`src/design/tpdn_pkg.sv`:
```
// shared types, constants and helper functions of the pid duplicator with null reuse
// used by every module of the block; depends on nothing
package tpdn_pkg;

    // sizes of the packet queue and of the pid map
    localparam int QUEUE_PACKETS = 64;
    localparam int MAP_ENTRIES   = 4;
    localparam int PKT_WORDS     = 47;

    // field widths
    localparam int WORD_W    = 32;
    localparam int PID_W     = 13;
    localparam int PID_LO    = 8;
    localparam int ENTRY_W   = 27;
    localparam int MAXBUF_W  = 7;
    localparam int CFG_IDX_W = 3;
    localparam int USER_W    = 3;

    // layout of one map entry
    localparam int ENT_VALID_BIT = 26;
    localparam int ENT_SRC_LO    = 13;
    localparam int ENT_SRC_HI    = 25;

    // derived widths
    localparam int SLOT_W  = (QUEUE_PACKETS > 1) ? $clog2(QUEUE_PACKETS) : 1;
    localparam int POS_W   = $clog2(PKT_WORDS);
    localparam int ADDR_W  = $clog2(QUEUE_PACKETS * PKT_WORDS);
    localparam int COUNT_W = $clog2(QUEUE_PACKETS + 1);
    localparam int RAM_DEPTH = QUEUE_PACKETS * PKT_WORDS;

    // output buffer
    localparam int FIFO_DEPTH = 3;
    localparam int FIFO_PTR_W = 2;
    localparam int FIFO_CNT_W = 2;

    localparam logic [PID_W-1:0] NULL_PID = 13'h1FFF;

    // configuration register indexes
    localparam logic [CFG_IDX_W-1:0] CFG_MAP_0   = 3'd0;
    localparam logic [CFG_IDX_W-1:0] CFG_MAX_BUF = 3'd4;
    localparam logic [CFG_IDX_W-1:0] CFG_CHECK   = 3'd5;

    localparam logic [MAXBUF_W-1:0] MAX_BUF_RESET = 7'd64;

    typedef logic [SLOT_W-1:0]  t_slot;
    typedef logic [POS_W-1:0]   t_pos;
    typedef logic [ADDR_W-1:0]  t_addr;
    typedef logic [COUNT_W-1:0] t_count;
    typedef logic [WORD_W-1:0]  t_word;
    typedef logic [PID_W-1:0]   t_pid;

    // configuration as seen by the datapath
    typedef struct packed {
        logic [MAP_ENTRIES-1:0][ENTRY_W-1:0] map;
        logic [MAXBUF_W-1:0]                 max_buf;
        logic                                check;
    } t_cfg;

    // one result item
    typedef struct packed {
        t_word word;
        logic  last;
        logic  inserted;
        logic  overflow;
        logic  conflict;
    } t_result;

    // queue memory ports
    typedef struct packed {
        logic  en;
        t_addr addr;
    } t_ram_rd;

    typedef struct packed {
        logic  en;
        t_addr addr;
        t_word data;
    } t_ram_wr;

    // control status toward the top level
    typedef struct packed {
        logic   b_valid;
        logic   halted;
        t_count count;
    } t_ctl_status;

    // next slot of the circular queue
    function automatic t_slot next_slot(t_slot s);
        return (s == t_slot'(QUEUE_PACKETS - 1)) ? '0 : t_slot'(s + 1'b1);
    endfunction

    // memory address of one word of one slot
    function automatic t_addr slot_addr(t_slot s, t_pos p);
        return t_addr'(t_addr'(s) * t_addr'(PKT_WORDS) + t_addr'(p));
    endfunction

endpackage

```
`src/design/tpdn_out_fifo.sv`:
```
// three-entry output buffer between the datapath and the result stream
// depends on tpdn_pkg
module tpdn_out_fifo (
    input  logic                              i_clk,
    input  logic                              i_rst_n,
    input  logic                              i_push,
    input  tpdn_pkg::t_result                 i_item,
    input  logic                              i_ready,
    output logic                              o_valid,
    output tpdn_pkg::t_result                 o_item,
    output logic [tpdn_pkg::FIFO_CNT_W-1:0]   o_count
);

    tpdn_pkg::t_result                  r_mem [tpdn_pkg::FIFO_DEPTH];
    logic [tpdn_pkg::FIFO_PTR_W-1:0]    r_wp;
    logic [tpdn_pkg::FIFO_PTR_W-1:0]    r_rp;
    logic [tpdn_pkg::FIFO_CNT_W-1:0]    r_cnt;
    logic                               pop;

    assign pop = o_valid && i_ready;

    // pointers and fill count
    always_ff @(posedge i_clk) begin
        if (!i_rst_n) begin
            r_wp  <= '0;
            r_rp  <= '0;
            r_cnt <= '0;
        end else begin
            if (i_push) begin
                r_wp <= (r_wp == tpdn_pkg::FIFO_PTR_W'(tpdn_pkg::FIFO_DEPTH - 1)) ?
                        '0 : r_wp + 1'b1;
            end
            if (pop) begin
                r_rp <= (r_rp == tpdn_pkg::FIFO_PTR_W'(tpdn_pkg::FIFO_DEPTH - 1)) ?
                        '0 : r_rp + 1'b1;
            end
            r_cnt <= r_cnt + tpdn_pkg::FIFO_CNT_W'(i_push) - tpdn_pkg::FIFO_CNT_W'(pop);
        end
    end

    // item storage
    always_ff @(posedge i_clk) begin
        if (i_push) begin
            r_mem[r_wp] <= i_item;
        end
    end

    assign o_valid = (r_cnt != '0);
    assign o_item  = r_mem[r_rp];
    assign o_count = r_cnt;

endmodule

```
`config.mk`:
```
export PLATFORM = sky130hd
export DESIGN_NAME = tpdn_out_fifo
export DESIGN_NICKNAME = d
export VERILOG_FILES = /design/src/design/tpdn_pkg.sv /design/src/design/tpdn_out_fifo.sv
export SDC_FILE = /design/constraint.sdc
export NUM_CORES = 1
export LEC_CHECK = 0
export ABC_CLOCK_PERIOD_IN_PS = 4340
export BUFFER_PORTS_ARGS = -buffer_cell sky130_fd_sc_hd__buf_2
export CORE_MARGIN = 10
export CORE_UTILIZATION = 42
export DETAILED_ROUTE_END_ITERATION = 8
export PLACE_DENSITY = 0.71
export SYNTH_ARGS = -nofsm -noshare
export SYNTH_HDL_FRONTEND = slang
export SYNTH_SLANG_ARGS = --single-unit
```
`constraint.sdc`:
```
create_clock -name i_clk -period 4.34 [get_ports i_clk]
set_input_delay 0.217 -clock i_clk [delete_from_list [all_inputs] [get_ports i_clk]]
set_output_delay 0.217 -clock i_clk [all_outputs]
set_load 0.005 [all_outputs]
```
# --- Word level (Yosys, flattened, before mapping) ---
# Memory sizes are Yosys's and may differ from the RTL's. A register that Yosys moved wholly into a read port is not among the register bits.
# Index checks and enable logic that the tools add are counted.
totals:
  output_inout_bits: 39
  word_cells: 18
  regBits: 6
  mem_bits_rw: 108
  memories: 1
classes:
  add_sub_neg: 4
  n_eq_ne: 2
  muxes: 6
  reduce_logical: 2
memory_table:
  columns: ["memory", "depth", "width", "read_ports", "rd_ports_with_merged_regs", "wr", "line_no", "source"]
  rows:
  - ["r_mem", 3, 36, 1, 1, 1, "tpdn_out_fifo.sv:14", "tpdn_pkg::t_result r_mem [tpdn_pkg::FIFO_DEPTH];"]
op_table:
  columns: ["op", "count"]
  rows:
  - ["$mux W2", 4]
  - ["$add A2 B1 Y2 const B", 2]
  - ["$eq A2 B2 Y1 const B", 2]
  - ["$add A2 B1 Y2", 1]
  - ["$mux W1", 2]
  - ["$reduce_bool A2 Y1", 1]
  - ["$sub A2 B1 Y2", 1]
  - ["$logic_and A1 B1 Y1", 1]

# --- Longest topological paths before layout ---
depth:
  depth_word: 4
  ltp_mapped: 5
  ltp_nobuf: 5

# --- Worst setup path after synthesis ---
# No wires, ideal clock.
synth_timing:
  path_kind: "register -> register"
  start: "register r_wp[1] (netlist bit)"
  end: "memory r_mem[0][0] (netlist bit) (enable)"
  synth_period_minus_slack_ps: 3536
  arrival_time_ps: 3052
  path_stages_with_launch: 2
  setup_time_ps: 484
  n_path_buf: 0
  path_slack_ps: 804
  cell_sequence: "dfxtp_1 nor3b_1"
synth_lines:
  columns: ["item", "line_no", "source"]
  rows:
  - ["start: declaration", "tpdn_out_fifo.sv:15", "logic [tpdn_pkg::FIFO_PTR_W-1:0] r_wp;"]
  - ["start signal: assignment", "tpdn_out_fifo.sv:30", "r_wp <= (r_wp == tpdn_pkg::FIFO_PTR_W'(tpdn_pkg::FIFO_DEPTH - 1)) ?"]
  - ["end: declaration", "tpdn_out_fifo.sv:14", null]
# No word-level cell before the write port.

==> results_dict.tcl <==
set metrics [dict create \
    grt_pass1_vias 2792 \
    powerDensity_nw_per_um2 485 \
    status "complete, no violations" \
    yosysSeqAreaShare_pct 78.0 \
    cp-end-kind "output port" \
    hold_class "in -> reg" \
    synth_compound_area_share_pct 5.25 \
    critPathBufInv 2 \
    cp-start-kind "register" \
    grt_util_all_layers_pct 11.8 \
    cts.sinks 116 \
    core-area_um2 10200 \
    post-route-period-util_pct 49.2 \
    top_layer_used "met4" \
    fin_skew_ns 0.00575 \
    setup_violations 0 \
    nets 430 \
    port_buffers 78 \
    p_int_mw 2.24 \
    ys_top_cells_by_count "108 x edfxtp_1, 41 x nand2_1, 38 x mux2i_1" \
    path_class "reg -> out" \
    root_buffer "clkbuf_8" \
    swShare_pct 20.2 \
    critPathTopFamily "buffers and inverters" \
    gr-total-overflow 0 \
    die_x_um 122 \
    fin_ws_ns 2.20 \
    clkPwrFrac_pct 46.5 \
    synth_top_family_by_area "multiplexers" \
    synthTopCellsByArea "edfxtp_1 74%, mux2i_1 8.7%, dfxtp_1 3.7%" \
    route.detailed.drc 0 \
    clk_latency_ns 0.50 \
    synth_warnings 0 \
    num_rows 37 \
    vias 2532 \
    pwr-share-comb_pct 7.4 \
    drv_cap 0 \
    synth_edf_count 108 \
    synth_area_um2 4360 \
    netlist_instances 266 \
    async_flop_share_pct 0 \
    fin_setup_tns_ns 0 \
    clock.fmax_ghz 0.468 \
    gp_congestion 0.668 \
    diodes 0 \
    wl_per_cell_um 15.5 \
    relSlewSlack_pct 24.2 \
    drt-met1-wl_um 3430 \
    leakage_nw 2.04 \
    start_util_pct 42.6 \
    ys_types 23 \
    power_frac_seq_pct 46.1 \
    drv_slew 0 \
    post_cts_resized 0 \
    route.met3.wl_um 588 \
    hold_viol 0 \
    first_pass_iters 6 \
    syn2layout_area_growth_pct 32.4 \
    ios 79 \
    antenna_found_initial 0 \
    slowest_stage "buf_4" \
    routed_wl_um 8320 \
    worstMarginPinSlew_ns 1.13 \
    holdBufCountCts 36 \
    drtIter0Drc 94 \
    grt_max_degree 73 \
    synth_xor_area_share_pct 0 \
    dominantRegCellSynth "edfxtp_1" \
    postSynthAreaPerCell_um2 16.4 \
    grt_pass1_wl_um 13600 \
    synth_seq_cells 116 \
    ant_nets 0 \
    rsz0062_at_grt "no" \
    p_sw_mw 0.568 \
    fp.dieArea_um2 14900 \
    die_h_um 122 \
    cts_buffers 17 \
    cts_buffer_depth 2 \
    drive_gt1_share_pct 28.4 \
    vdd.ir_drop.worst_uv 293 \
    synth_top_area_cell "edfxtp_1" \
    synth_mux_area_share_pct 8.72 \
    arrival_ns 1.92 \
    syn_nets 307 \
    dp_slack_ns 2.30 \
    worst-path-max-fanout 36 \
    synth_top_area_share_pct 74.4 \
    yosys.cell_count.top_type "edfxtp_1" \
    cts_setup_buffers 0 \
    hpwl_um 5130 \
    required_ns 4.12 \
    via_per_inst 4.72 \
    synth-adder-area-share_pct 0.287 \
    clkTransAtPathRegs_ns 0.05 \
    yosys.area_share.simple_pct 5.08 \
    wl_met2_um 4240 \
    cts_tree "yes" \
    h-tree-depth 4 \
    fin_crit_ns 2.14 \
    critPathMaxStageDelay_ns 0.52 \
    cp_cell_sequence "buf_4 > mux2i_1 > o21ai_0 > buf_2" \
]
==> worst register-to-register path: stages, from the launching register on <==
cell     delay (ns)
dfxtp_1        0.36
nor3b_2        0.79
buf_4          0.49
==> layout by cell type, fill, tap and decap left out, types with 3 or more instances in the layout <==
cell	instances
buf_2	78
buf_4	3
bufinv_16	3
clkbuf_16	16
clkinv_1	3
clkinv_2	3
clkinvlp_4	3
dfxtp_1	6
dlygate4sd3_1	36
edfxtp_1	108
mux2i_1	38
nand2_1	41
o21ai_0	11
o21ai_1	30
==> metal layers <==
| layer | global-route usage (%) | vias up |
|---|---|---|
| met5 | 0 | - |
| met4 | 4.02 | 0 |
| met3 | 5.32 | 8 |
| met2 | 19.8 | 67 |
| met1 | 13.1 | 1214 |
| li1 | - | 1243 |
==> power groups by stage <==
stage / clock network, mW / logic, mW / registers [mW]
2_1_floorplan: 0 / 0.105 / 1.31
3_3_place_gp: 0 / 0.185 / 1.31
3_5_place_dp: 0 / 0.189 / 1.31
4_1_cts: 1.33 / 0.216 / 1.29
5_1_grt: 1.38 / 0.234 / 1.30
6_report: 1.30 / 0.209 / 1.29
==> worst paths after layout <==
path,end,cells after the start,startpoint,slack [ns]
worst max-delay path,o_item[34],4,register,2.20
worst min-delay path,r_wp[0],2,i_rst_n,0.03
worst max register to register,r_mem[0][3],2,r_wp[1],2.35
worst min register to register,r_rp[1],2,r_rp[1],0.51
==> metrics by stage <==
step	util, %	area [um^2]	instances	power, mW	hold slack (ns)
2_1_floorplan	-	4360	266	1.42	0.316
3_3_place_gp	47.5	4860	470	1.50	0.416
3_5_place_dp	47.5	4860	470	1.50	0.420
4_1_cts	56.5	5780	537	2.84	0.00645
5_1_grt	56.5	5780	537	2.91	0.0233
6_report	56.5	5780	537	2.80	0.0258
==> flip-flops by register name, summed over array words and instances, names as in the netlist, named ones only <==
| register | flops |
|---|---|
| r_mem | 108 |
| r_wp | 2 |
| o_count | 2 |
| r_rp | 2 |
==> logic make-up after synthesis <==
kind of cell	Yosys count
flip-flops	116
AND/OR/NAND/NOR	53
AO/OA/AOI/OAI	44
multiplexers	38
buffers and inverters	14
adder cells (fa/ha/maj)	1
==> area by class of cell <==
| type | count | area (um^2) |
|---|---|---|
| clock inverters | 12 | 139 |
| fillers | 824 | 4450 |
| repair buffers | 117 | 773 |
| clock buffers | 19 | 422 |
| inverters | 1 | 3.75 |
| multi-input cells | 136 | 863 |
| well taps | 136 | 170 |
| flip-flops and latches | 116 | 3410 |
Note: power is estimated with default switching activity, not from simulation.
