**config.mk**
```make
export PLATFORM = sky130hd
export DESIGN_NAME = tpdn_cfg_regs
export DESIGN_NICKNAME = d
export VERILOG_FILES = /design/src/design/tpdn_pkg.sv /design/src/design/tpdn_cfg_regs.sv
export SDC_FILE = /design/constraint.sdc
export NUM_CORES = 1
export LEC_CHECK = 0
export CAP_MARGIN = 20
export CORE_ASPECT_RATIO = 0.7
export CORE_MARGIN = 3
export CORE_UTILIZATION = 50
export DETAILED_ROUTE_END_ITERATION = 10
export DONT_BUFFER_PORTS = 1
export PLACE_DENSITY_LB_ADDON = 0.2
export SYNTH_ARGS = -nofsm -noshare
export SYNTH_HDL_FRONTEND = slang
export SYNTH_SLANG_ARGS = --single-unit
export TNS_END_PERCENT = 50
```
**constraint.sdc**
```tcl
create_clock -name i_clk -period 2 [get_ports i_clk]
set_input_delay 0 -clock i_clk [delete_from_list [all_inputs] [get_ports i_clk]]
set_output_delay 0 -clock i_clk [all_outputs]
set_load 0.02 [all_outputs]
```
**src/design/tpdn_pkg.sv**
```systemverilog
// shared types, constants and helper functions of the pid duplicator with null reuse
// used by every module of the block; depends on nothing
package tpdn_pkg;

    // sizes of the packet queue and of the pid map
    localparam int QUEUE_PACKETS = 64;
    localparam int MAP_ENTRIES   = 4;
    localparam int PKT_WORDS     = 47;

    // field widths
    localparam int WORD_W    = 32;
    localparam int PID_W     = 13;
    localparam int PID_LO    = 8;
    localparam int ENTRY_W   = 27;
    localparam int MAXBUF_W  = 7;
    localparam int CFG_IDX_W = 3;
    localparam int USER_W    = 3;

    // layout of one map entry
    localparam int ENT_VALID_BIT = 26;
    localparam int ENT_SRC_LO    = 13;
    localparam int ENT_SRC_HI    = 25;

    // derived widths
    localparam int SLOT_W  = (QUEUE_PACKETS > 1) ? $clog2(QUEUE_PACKETS) : 1;
    localparam int POS_W   = $clog2(PKT_WORDS);
    localparam int ADDR_W  = $clog2(QUEUE_PACKETS * PKT_WORDS);
    localparam int COUNT_W = $clog2(QUEUE_PACKETS + 1);
    localparam int RAM_DEPTH = QUEUE_PACKETS * PKT_WORDS;

    // output buffer
    localparam int FIFO_DEPTH = 3;
    localparam int FIFO_PTR_W = 2;
    localparam int FIFO_CNT_W = 2;

    localparam logic [PID_W-1:0] NULL_PID = 13'h1FFF;

    // configuration register indexes
    localparam logic [CFG_IDX_W-1:0] CFG_MAP_0   = 3'd0;
    localparam logic [CFG_IDX_W-1:0] CFG_MAX_BUF = 3'd4;
    localparam logic [CFG_IDX_W-1:0] CFG_CHECK   = 3'd5;

    localparam logic [MAXBUF_W-1:0] MAX_BUF_RESET = 7'd64;

    typedef logic [SLOT_W-1:0]  t_slot;
    typedef logic [POS_W-1:0]   t_pos;
    typedef logic [ADDR_W-1:0]  t_addr;
    typedef logic [COUNT_W-1:0] t_count;
    typedef logic [WORD_W-1:0]  t_word;
    typedef logic [PID_W-1:0]   t_pid;

    // configuration as seen by the datapath
    typedef struct packed {
        logic [MAP_ENTRIES-1:0][ENTRY_W-1:0] map;
        logic [MAXBUF_W-1:0]                 max_buf;
        logic                                check;
    } t_cfg;

    // one result item
    typedef struct packed {
        t_word word;
        logic  last;
        logic  inserted;
        logic  overflow;
        logic  conflict;
    } t_result;

    // queue memory ports
    typedef struct packed {
        logic  en;
        t_addr addr;
    } t_ram_rd;

    typedef struct packed {
        logic  en;
        t_addr addr;
        t_word data;
    } t_ram_wr;

    // control status toward the top level
    typedef struct packed {
        logic   b_valid;
        logic   halted;
        t_count count;
    } t_ctl_status;

    // next slot of the circular queue
    function automatic t_slot next_slot(t_slot s);
        return (s == t_slot'(QUEUE_PACKETS - 1)) ? '0 : t_slot'(s + 1'b1);
    endfunction

    // memory address of one word of one slot
    function automatic t_addr slot_addr(t_slot s, t_pos p);
        return t_addr'(t_addr'(s) * t_addr'(PKT_WORDS) + t_addr'(p));
    endfunction

endpackage

```
**src/design/tpdn_cfg_regs.sv**
```systemverilog
// configuration registers: pid map entries, queue limit, conflict check enable
// depends on tpdn_pkg
module tpdn_cfg_regs (
    input  logic                              i_clk,
    input  logic                              i_rst_n,
    input  logic                              i_cfg_we,
    input  logic [tpdn_pkg::CFG_IDX_W-1:0]    i_cfg_index,
    input  logic [tpdn_pkg::ENTRY_W-1:0]      i_cfg_data,
    output tpdn_pkg::t_cfg                    o_cfg
);

    tpdn_pkg::t_cfg r_cfg;

    // register writes, unknown indexes ignored
    always_ff @(posedge i_clk) begin
        if (!i_rst_n) begin
            r_cfg.map     <= '0;
            r_cfg.max_buf <= tpdn_pkg::MAX_BUF_RESET;
            r_cfg.check   <= 1'b1;
        end else if (i_cfg_we) begin
            for (int e = 0; e < tpdn_pkg::MAP_ENTRIES; e++) begin
                if (i_cfg_index == tpdn_pkg::CFG_MAP_0 + tpdn_pkg::CFG_IDX_W'(e)) begin
                    r_cfg.map[e] <= i_cfg_data;
                end
            end
            if (i_cfg_index == tpdn_pkg::CFG_MAX_BUF) begin
                r_cfg.max_buf <= i_cfg_data[tpdn_pkg::MAXBUF_W-1:0];
            end
            if (i_cfg_index == tpdn_pkg::CFG_CHECK) begin
                r_cfg.check <= i_cfg_data[0];
            end
        end
    end

    assign o_cfg = r_cfg;

endmodule

```
==> qor.yml, run 1 <==
clock_tree:
  htree_num_levels: 4
  tritoncts_num_sinks: 116
  ctsResizeCount: 0
  cts_setup_buffers: 0
  tritoncts.num_buffers: 17
  root_buffer: "clkbuf_16"
  postCtsHoldBufs: 109
  max-clock-path-buffers: 2
outcome:
  flow.first_error: "[ERROR RSZ-0060] Max buffer count reached."
  stop_stage: "clock tree synthesis"
  status: "did not finish"
floorplanning:
  initial_core_util_pct: 53.4
  io_pins: 149
  floorplan.rows: 27
  die_w_um: 117
  die-height_um: 84.0
synthesis:
  ys_seq_area_share_pct: 53.4
  synthTopCellsByArea: "dfxtp_1, mux2i_1, nand2_1"
  synth_cells: 412
  yosys_warnings: 0
  syn-num-nets: 445
  synth.lib_cells_used.distinct: 13
  post-synth-top-area-fraction_pct: 53.4
  synth.largest_area_cell: "dfxtp_1"
  mappedNetlistArea_mm2: 0.00435
  total_of_flip_flops_plus_latches_after_synthesis: 116
  synthesis.area_per_instance_um2: 10.6
placement:
  gpl.final_weighted_congestion: 0.781
  placement.io_buffers: 0
  dp_hpwl_mm: 6.54
-- logic make-up after synthesis --
family | Yosys count | synth area share [%]
simple gates | 151 | 14.3
mux | 116 | 26.7
flops | 116 | 53.4
buf+inv | 29 | 5.56
-- Yosys cell counts, drive strengths merged --
cell / instances
mux2i: 116
nand4bb: 2
and4bb: 1
nand4b: 2
nand2: 141
nor4b: 1
dfxtp: 116
clkbuf: 10
nor2b: 4
buf: 19
-- stage by stage --
stage	hold WS, ns	instances	cell area, µm²	setup slack [ns]
2_1_floorplan	0.160	412	4350	1.16
3_3_place_gp	0.159	503	4310	0.850
3_5_place_dp	0.167	503	4310	0.807
==> run 2: changes to the inputs <==
Settings changed: CORE_ASPECT_RATIO 0.7 to not set, CORE_UTILIZATION 50 to 35, PLACE_DENSITY_LB_ADDON 0.2 to 0.15.
==> run 2 against run 1 <==
  * The flow now finishes without violations
  * Synthesized cell count did not move
  * Area after synthesis is the same
==> qor.yml, run 2 <==
critical_path:
  crit_path_dat_ns: 2.24
  critical_path.top_delay_family: "buffers and inverters"
  crit_cells: 4
  critical_path.endpoint: "o_cfg[52]$_SDFFE_PN0P_"
  worst-r2r-setup-slack_ns: 0.1
  critical-path-max-stage-delay_ns: 0.59
  critical-path-top-cell-by-count: "dlygate4sd3_1"
  sequence_of_cells_on_the_critical_path: "nand2_1, dlygate4sd3_1, mux2i_1, dlygate4sd3_1"
  cp-start-kind: "register"
  timing_worst_setup_path_type: "reg2reg"
  critical_path.endpoint_type: "register"
  cp-startpoint: "o_cfg[52]$_SDFFE_PN0P_"
  r2r-end: "o_cfg[52]$_SDFFE_PN0P_"
  path_buf_inv: 2
  reg2reg_from: "o_cfg[52]$_SDFFE_PN0P_"
  cp_slowest_cell: "dlygate4sd3_1"
  timing.critical_path.required_ns: 2.34
  rr_worst_depth: 4
  critical_path.max_fanout: 2
grt:
  grt_antenna_before_repair: 0
  grt_pass1_wl_mm: 18.8
  grt_use_met1_pct: 20.0
  grt_overflow: 0
  globalRouteTotalUtil_pct: 17.2
  busiest_layer: "met2"
  grt_max_degree: 102
  grt_pass1_vias: 3368
  met3_usage_pct: 7.86
  grtUsageMet2_pct: 27.8
synthesis:
  ys_top_cells_by_count: "nand2_1, dfxtp_1, mux2i_1"
  syn-num-nets: 445  # unchanged
  postSynth.asyncResetShare_pct: 0  # unchanged
  ys_seq_area_share_pct: 53.4  # unchanged
  muxShareOfSynthArea_pct: 26.7  # unchanged
  synth_top_family_by_area: "multiplexers"
  yosys_warnings: 0  # unchanged
  synth.largest_area_cell: "dfxtp_1"
  mappedNetlistArea_mm2: 0.00435  # unchanged
  synth_ff_type: "dfxtp_1"
  synth.lib_cells_used.distinct: 13  # unchanged
  post_synth_and_or_nand_nor_area_fraction_pct: 14.3  # unchanged
  synth_cells: 412  # unchanged
  synth_adder_area_share_pct: 0  # unchanged
  synth_compound_area_share_pct: 0  # unchanged
  synth-xor-area-share_pct: 0  # unchanged
  total_of_flip_flops_plus_latches_after_synthesis: 116  # unchanged
  synthesis.area_per_instance_um2: 10.6  # unchanged
  synthTopCellsByArea: "dfxtp_1, mux2i_1, nand2_1"
  synth-edff-count: 0  # unchanged
  synthMostInstantiatedCell: "nand2_1"
  post-synth-top-area-fraction_pct: 53.4  # unchanged
clock_tree:
  tritoncts_num_sinks: 116  # unchanged
  htree_num_levels: 4  # unchanged
  ctsResizeCount: 0  # unchanged
  postCtsHoldBufs: 106  # -2.8%
  clk_pin_slew_ns: 0.06
  cts_setup_buffers: 0  # unchanged
  root_buffer: "clkbuf_16"
  clk-insertion-delay-late_ns: 0.40
  max-clock-path-buffers: 2  # unchanged
  cts_tree: "built"
  tritoncts.num_buffers: 17  # unchanged
routing:
  post-route-drc-count: 0
  drt_wl_total_mm: 11.7
  drt_first_iter_violations: 169
  drt-vias-per-instance: 4.72
  routed_wire_per_std_cell_um: 16.8
  routed_via_count: 3277
  drt.antenna.violating_nets: 0
  drt_pre_antenna_iters: 4
timing:
  final-max-slew-violation-count: 0
  timing.fmax_mhz: 526
  skew_final_ns: 0
  report.final.setup_viol: 0
  period_needed_ns: 1.90
  setup_total_negative_slack_ns: 0
  timing_hold_violations_final: 0
  pin_slew_with_the_least_headroom_to_its_limit_ns: 0.589
  grt_setup_unrepaired: "no"
  fin_crit_sh_pct: 95.1
  worst_slew_margin_rel_pct: 60.5
final_layout:
  filler_cell_count: 1127
  diodes: 0
  finalInstanceArea_mm2: 0.00607
  multiInputGateArea_mm2: 0.00180
  proportion_of_layout_cells_with_a_drive_suffix_above_1_pct: 7.79
  final_core_util_pct: 50.3
  final_nets: 546
  final_cell_mix: "nand2_1, mux2i_1, dfxtp_1, dlygate4sd3_1, clkbuf_16"
  area_growth_syn_to_layout_pct: 39.6
  final_cells: 694
  area.sequential_mm2: 0.00232
  mostFrequentLayoutCell: "nand2_1"
  largest_register_ff_count: 116
placement:
  placement.io_buffers: 0  # unchanged
  gpl.final_weighted_congestion: 0.707  # -9.4%
  dpl_cell_area_mm2: 0.00438  # +1.7%
  dp_hpwl_mm: 6.75  # +3.2%
  number_of_placed_cells_counting_well_taps: 556  # +11%
floorplanning:
  floorplan.die_area_mm2: 0.0138
  floorplan.rows: 40  # +48%
  initial_core_util_pct: 36.0  # -17 points
  die_w_um: 117  # unchanged
  die-height_um: 117  # +40%
  io_pins: 149  # unchanged
  core_region_area_mm2: 0.0121
power:
  vdd.ir_drop.worst_uv: 466
  leakage_power_nw: 2.59
  p_per_area_mw_per_mm2: 957
outcome:
  status: "finished, final reports clean"
flow_run:
  drv.max_cap_violation_count: 0
worst_hold_path:
  min_path_type: "in2reg"
## run 2: routing by layer
layer	vias up	routed length (µm)
li1	1574	-
met5	-	0
met2	106	5600
met1	1584	4920
met4	0	203
met3	13	969
## run 2: final cells by class
cell class	count	share of cell area, %
Sequential cell	116	38.3
Multi-Input combinational cell	267	29.6
Timing Repair Buffer	111	18.6
Clock buffer	19	7.46
Tap cell	168	3.46
Clock inverter	13	2.60
## run 2: kinds of logic (layout without fill, tap and decap cells)
family | after synthesis | after routing
buffers and inverters | 29 | 143
flip-flops | 116 | 116
multiplexers | 116 | 116
AND/OR/NAND/NOR | 151 | 151
## run 2: worst register-to-register path: stages, from the launching register on
cell and delay (ns):
dfxtp_1 0.46, nand2_1 0.08, dlygate4sd3_1 0.59, mux2i_1 0.15, dlygate4sd3_1 0.56
## run 2: how the worst min path moves through the flow
stage	start	endpoint	slack [ns]	cells after the start
2_1_floorplan	i_cfg_data[6]	o_cfg[7]$_SDFFE_PN1P_	0.16	2
3_3_place_gp	i_rst_n	o_cfg[23]$_SDFFE_PN0P_	0.16	2
3_5_place_dp	i_rst_n	o_cfg[52]$_SDFFE_PN0P_	0.16	2
4_1_cts	i_rst_n	o_cfg[10]$_SDFFE_PN0P_	0.05	3
5_1_grt	i_rst_n	o_cfg[102]$_SDFFE_PN0P_	0.1	3
6_report	i_rst_n	o_cfg[82]$_SDFFE_PN0P_	0.08	3
## run 2: power by group
| group | internal, mW | leakage [nW] | switching, mW |
|---|---|---|---|
| clock network | 2.02 | 0.291 | 1.05 |
| logic | 0.134 | 1.36 | 0.137 |
| registers | 2.36 | 0.939 | 0.101 |
## run 2: per-stage QoR
step                hold slack (ns)  power, mW  setup slack (ns)
CTS                          0.0523       5.87             0.157
detailed placement            0.165       2.68             0.924
global route                 0.0988       6.02           0.00799
global placement              0.160       2.67             0.969
floorplan                     0.160       2.67              1.16
finish                       0.0819       5.81            0.0989
No activity file was read; power rests on OpenSTA's default activity.
==> run 3: changes to the inputs <==
Settings changed: CORE_UTILIZATION 35 to 25, GPL_ROUTABILITY_DRIVEN set to 0.
==> run 3 against run 2 <==
  * First-iteration DRC count shrank 30%
  * Via count is 0.12% higher
  * Critical path depth is the same
  * Sequential power hardly changed
==> qor.yml, run 3 (synthesis gave the netlist of run 2 again) <==
routing:
  drt_first_iter_violations: 118  # -30%
  drt_pre_antenna_iters: 4  # unchanged
  routed_via_count: 3281  # +0.12%
  post-route-drc-count: 0  # unchanged
  routed_wire_per_std_cell_um: 17.3  # +3.0%
  drt.antenna.violating_nets: 0  # unchanged
  drt-vias-per-instance: 4.42  # -6.5%
  drt_wl_total_mm: 12.9  # +10%
worst_hold_path:
  min_path_type: "in2reg"
  whs_path_depth: 3  # unchanged
  whs_endpoint: "o_cfg[95]$_SDFFE_PN0P_"
  hp-start: "i_rst_n"
timing:
  report.final.setup_viol: 0  # unchanged
  timing_hold_violations_final: 0  # unchanged
  setup_total_negative_slack_ns: 0  # unchanged
  final-max-slew-violation-count: 0  # unchanged
  period_needed_ns: 1.86  # -0.0369 ns
  grt_setup_unrepaired: "no"
  skew_final_ns: 0  # unchanged
  timing.fmax_mhz: 536  # +2.0%
  post_route_setup_slack_ns: 0.136  # +0.0369 ns
  worst_slew_margin_rel_pct: 61.2  # +0.66 points
  hold_ws_ns: 0.0494  # -0.0325 ns
  fin_crit_sh_pct: 93.2  # -1.8 points
  pin_slew_with_the_least_headroom_to_its_limit_ns: 0.582  # -0.00654 ns
critical_path:
  timing_worst_setup_path_type: "reg2reg"
  reg2reg_from: "o_cfg[107]$_SDFFE_PN0P_"
  critical_path.endpoint_type: "register"
  critical_path.max_fanout: 2  # unchanged
  crit_path_dat_ns: 2.21  # -0.03 ns
  critical-path-top-cell-by-count: "dlygate4sd3_1"
  rr_worst_depth: 4  # unchanged
  critical-path-max-stage-delay_ns: 0.57  # -0.02 ns
  cp-start-kind: "register"
  timing.critical_path.required_ns: 2.35  # about the same
  worst-r2r-setup-slack_ns: 0.14  # +0.04 ns
  sequence_of_cells_on_the_critical_path: "nand2_1, dlygate4sd3_1, mux2i_1, dlygate4sd3_1"
  r2r-end: "o_cfg[107]$_SDFFE_PN0P_"
  cp_slowest_cell: "dlygate4sd3_1"
grt:
  grt_antenna_before_repair: 0  # unchanged
  grt_pass1_wl_mm: 19.4  # +3.6%
  globalRouteTotalUtil_pct: 13.8  # -3.4 points
  grt_overflow: 0  # unchanged
  grt_pass1_vias: 3354  # -0.42%
  grt_max_degree: 104  # +2.0%
final_layout:
  proportion_of_layout_cells_with_a_drive_suffix_above_1_pct: 6.88  # -0.91 points
  largest_register_ff_count: 116  # unchanged
  diodes: 0  # unchanged
  mostFrequentLayoutCell: "nand2_1"
  final_nets: 544  # -0.37%
  final_core_util_pct: 36.3  # -14 points
  area_growth_syn_to_layout_pct: 40.3
  filler_cell_count: 1695  # +50%
  final_cell_mix: "nand2_1, mux2i_1, dfxtp_1, dlygate4sd3_1, clkbuf_16"
floorplanning:
  core_region_area_mm2: 0.0168  # +39%
  io_pins: 149  # unchanged
  initial_core_util_pct: 25.8  # -10 points
  die_w_um: 138  # +17%
  floorplan.rows: 47  # +18%
  die-height_um: 138  # +17%
  floorplan.die_area_mm2: 0.0190  # +38%
clock_tree:
  clk_pin_slew_ns: 0.06  # about the same
  clk-insertion-delay-late_ns: 0.41  # about the same
  root_buffer: "clkbuf_16"
  cts_setup_buffers: 0  # unchanged
  tritoncts_num_sinks: 116  # unchanged
  cts_tree: "built"
  max-clock-path-buffers: 2  # unchanged
  htree_num_levels: 4  # unchanged
  tritoncts.num_buffers: 17  # unchanged
power:
  leakage_power_nw: 2.58  # -0.56%
  fin_total_pwr_mw: 5.82  # +0.15%
  p_per_area_mw_per_mm2: 954  # -0.34%
  vdd.ir_drop.worst_uv: 545  # +17%
placement:
  dp_hpwl_mm: 7.43  # +10%
  preCtsSetupSlack_ns: 0.787  # -0.138 ns
  placement.io_buffers: 0  # unchanged
flow_run:
  drv.max_cap_violation_count: 0  # unchanged
outcome:
  status: "finished, final reports clean"
-- run 3: changes by cell type in the layout (fill, tap and decap cells not counted) --
cell,change
clkbuf_1,+3
clkinvlp_4,-2
clkinv_4,-1
buf_4,-1
dlygate4sd3_1,-1
clkinv_2,-1
-- run 3: repair_timing --
| action | in CTS | in global routing |
|---|---|---|
| resized for setup | 0 | 0 |
| hold buffers | 105 | 0 |
| endpoints found under the hold margin | 116 | 0 |
-- run 3: cell type report --
| class | count | area (µm²) | area share, % |
|---|---|---|---|
| clock inverters | 9 | 129 | 2.11 |
| repair buffers | 109 | 1110 | 18.2 |
| multi-input cells | 267 | 1800 | 29.5 |
| well taps | 220 | 275 | 4.51 |
| clock buffers | 22 | 464 | 7.61 |
| flip-flops and latches | 116 | 2320 | 38.1 |
-- run 3: how the worst max path moves through the flow --
stage,startpoint,endpoint,slack (ns),cells after the start
2_1_floorplan,i_cfg_index[0],o_cfg[16]$_SDFFE_PN0P_,1.16,4
3_3_place_gp,i_cfg_index[2],o_cfg[49]$_SDFFE_PN0P_,0.79,3
3_5_place_dp,i_cfg_index[2],o_cfg[35]$_SDFFE_PN0P_,0.79,3
4_1_cts,o_cfg[16]$_SDFFE_PN0P_,o_cfg[16]$_SDFFE_PN0P_,0.17,4
5_1_grt,o_cfg[42]$_SDFFE_PN0P_,o_cfg[42]$_SDFFE_PN0P_,0.04,4
6_report,o_cfg[107]$_SDFFE_PN0P_,o_cfg[107]$_SDFFE_PN0P_,0.14,4
-- run 3: per-layer routing --
metal	vias up	share of wire, %	global-route usage (%)
met5	-	0	0
met4	0	0.70	3.79
met3	8	10	7.18
met2	105	48	22.9
met1	1607	41	15.5
li1	1561	-	-
-- run 3: worst max-delay path: cells and delay by family (launching register included) --
family | cells | cell delay (ns)
buffers and inverters | 2 | 1.13
AND/OR/NAND/NOR | 1 | 0.08
flip-flops | 1 | 0.44
multiplexers | 1 | 0.15
-- run 3: power by group --
group,internal [mW],switching [mW]
combinational,0.134,0.141
sequential,2.36,0.102
clock,2.01,1.06
total,4.51,1.30
-- run 3: through the flow --
| stage | instance area (µm²) | instances |
|---|---|---|
| 2_1_floorplan | 4350 | 412 |
| 3_5_place_dp | 4440 | 607 |
| 5_1_grt | 6100 | 743 |
| 3_3_place_gp | 4440 | 607 |
| 4_1_cts | 6100 | 743 |
| 6_report | 6100 | 743 |
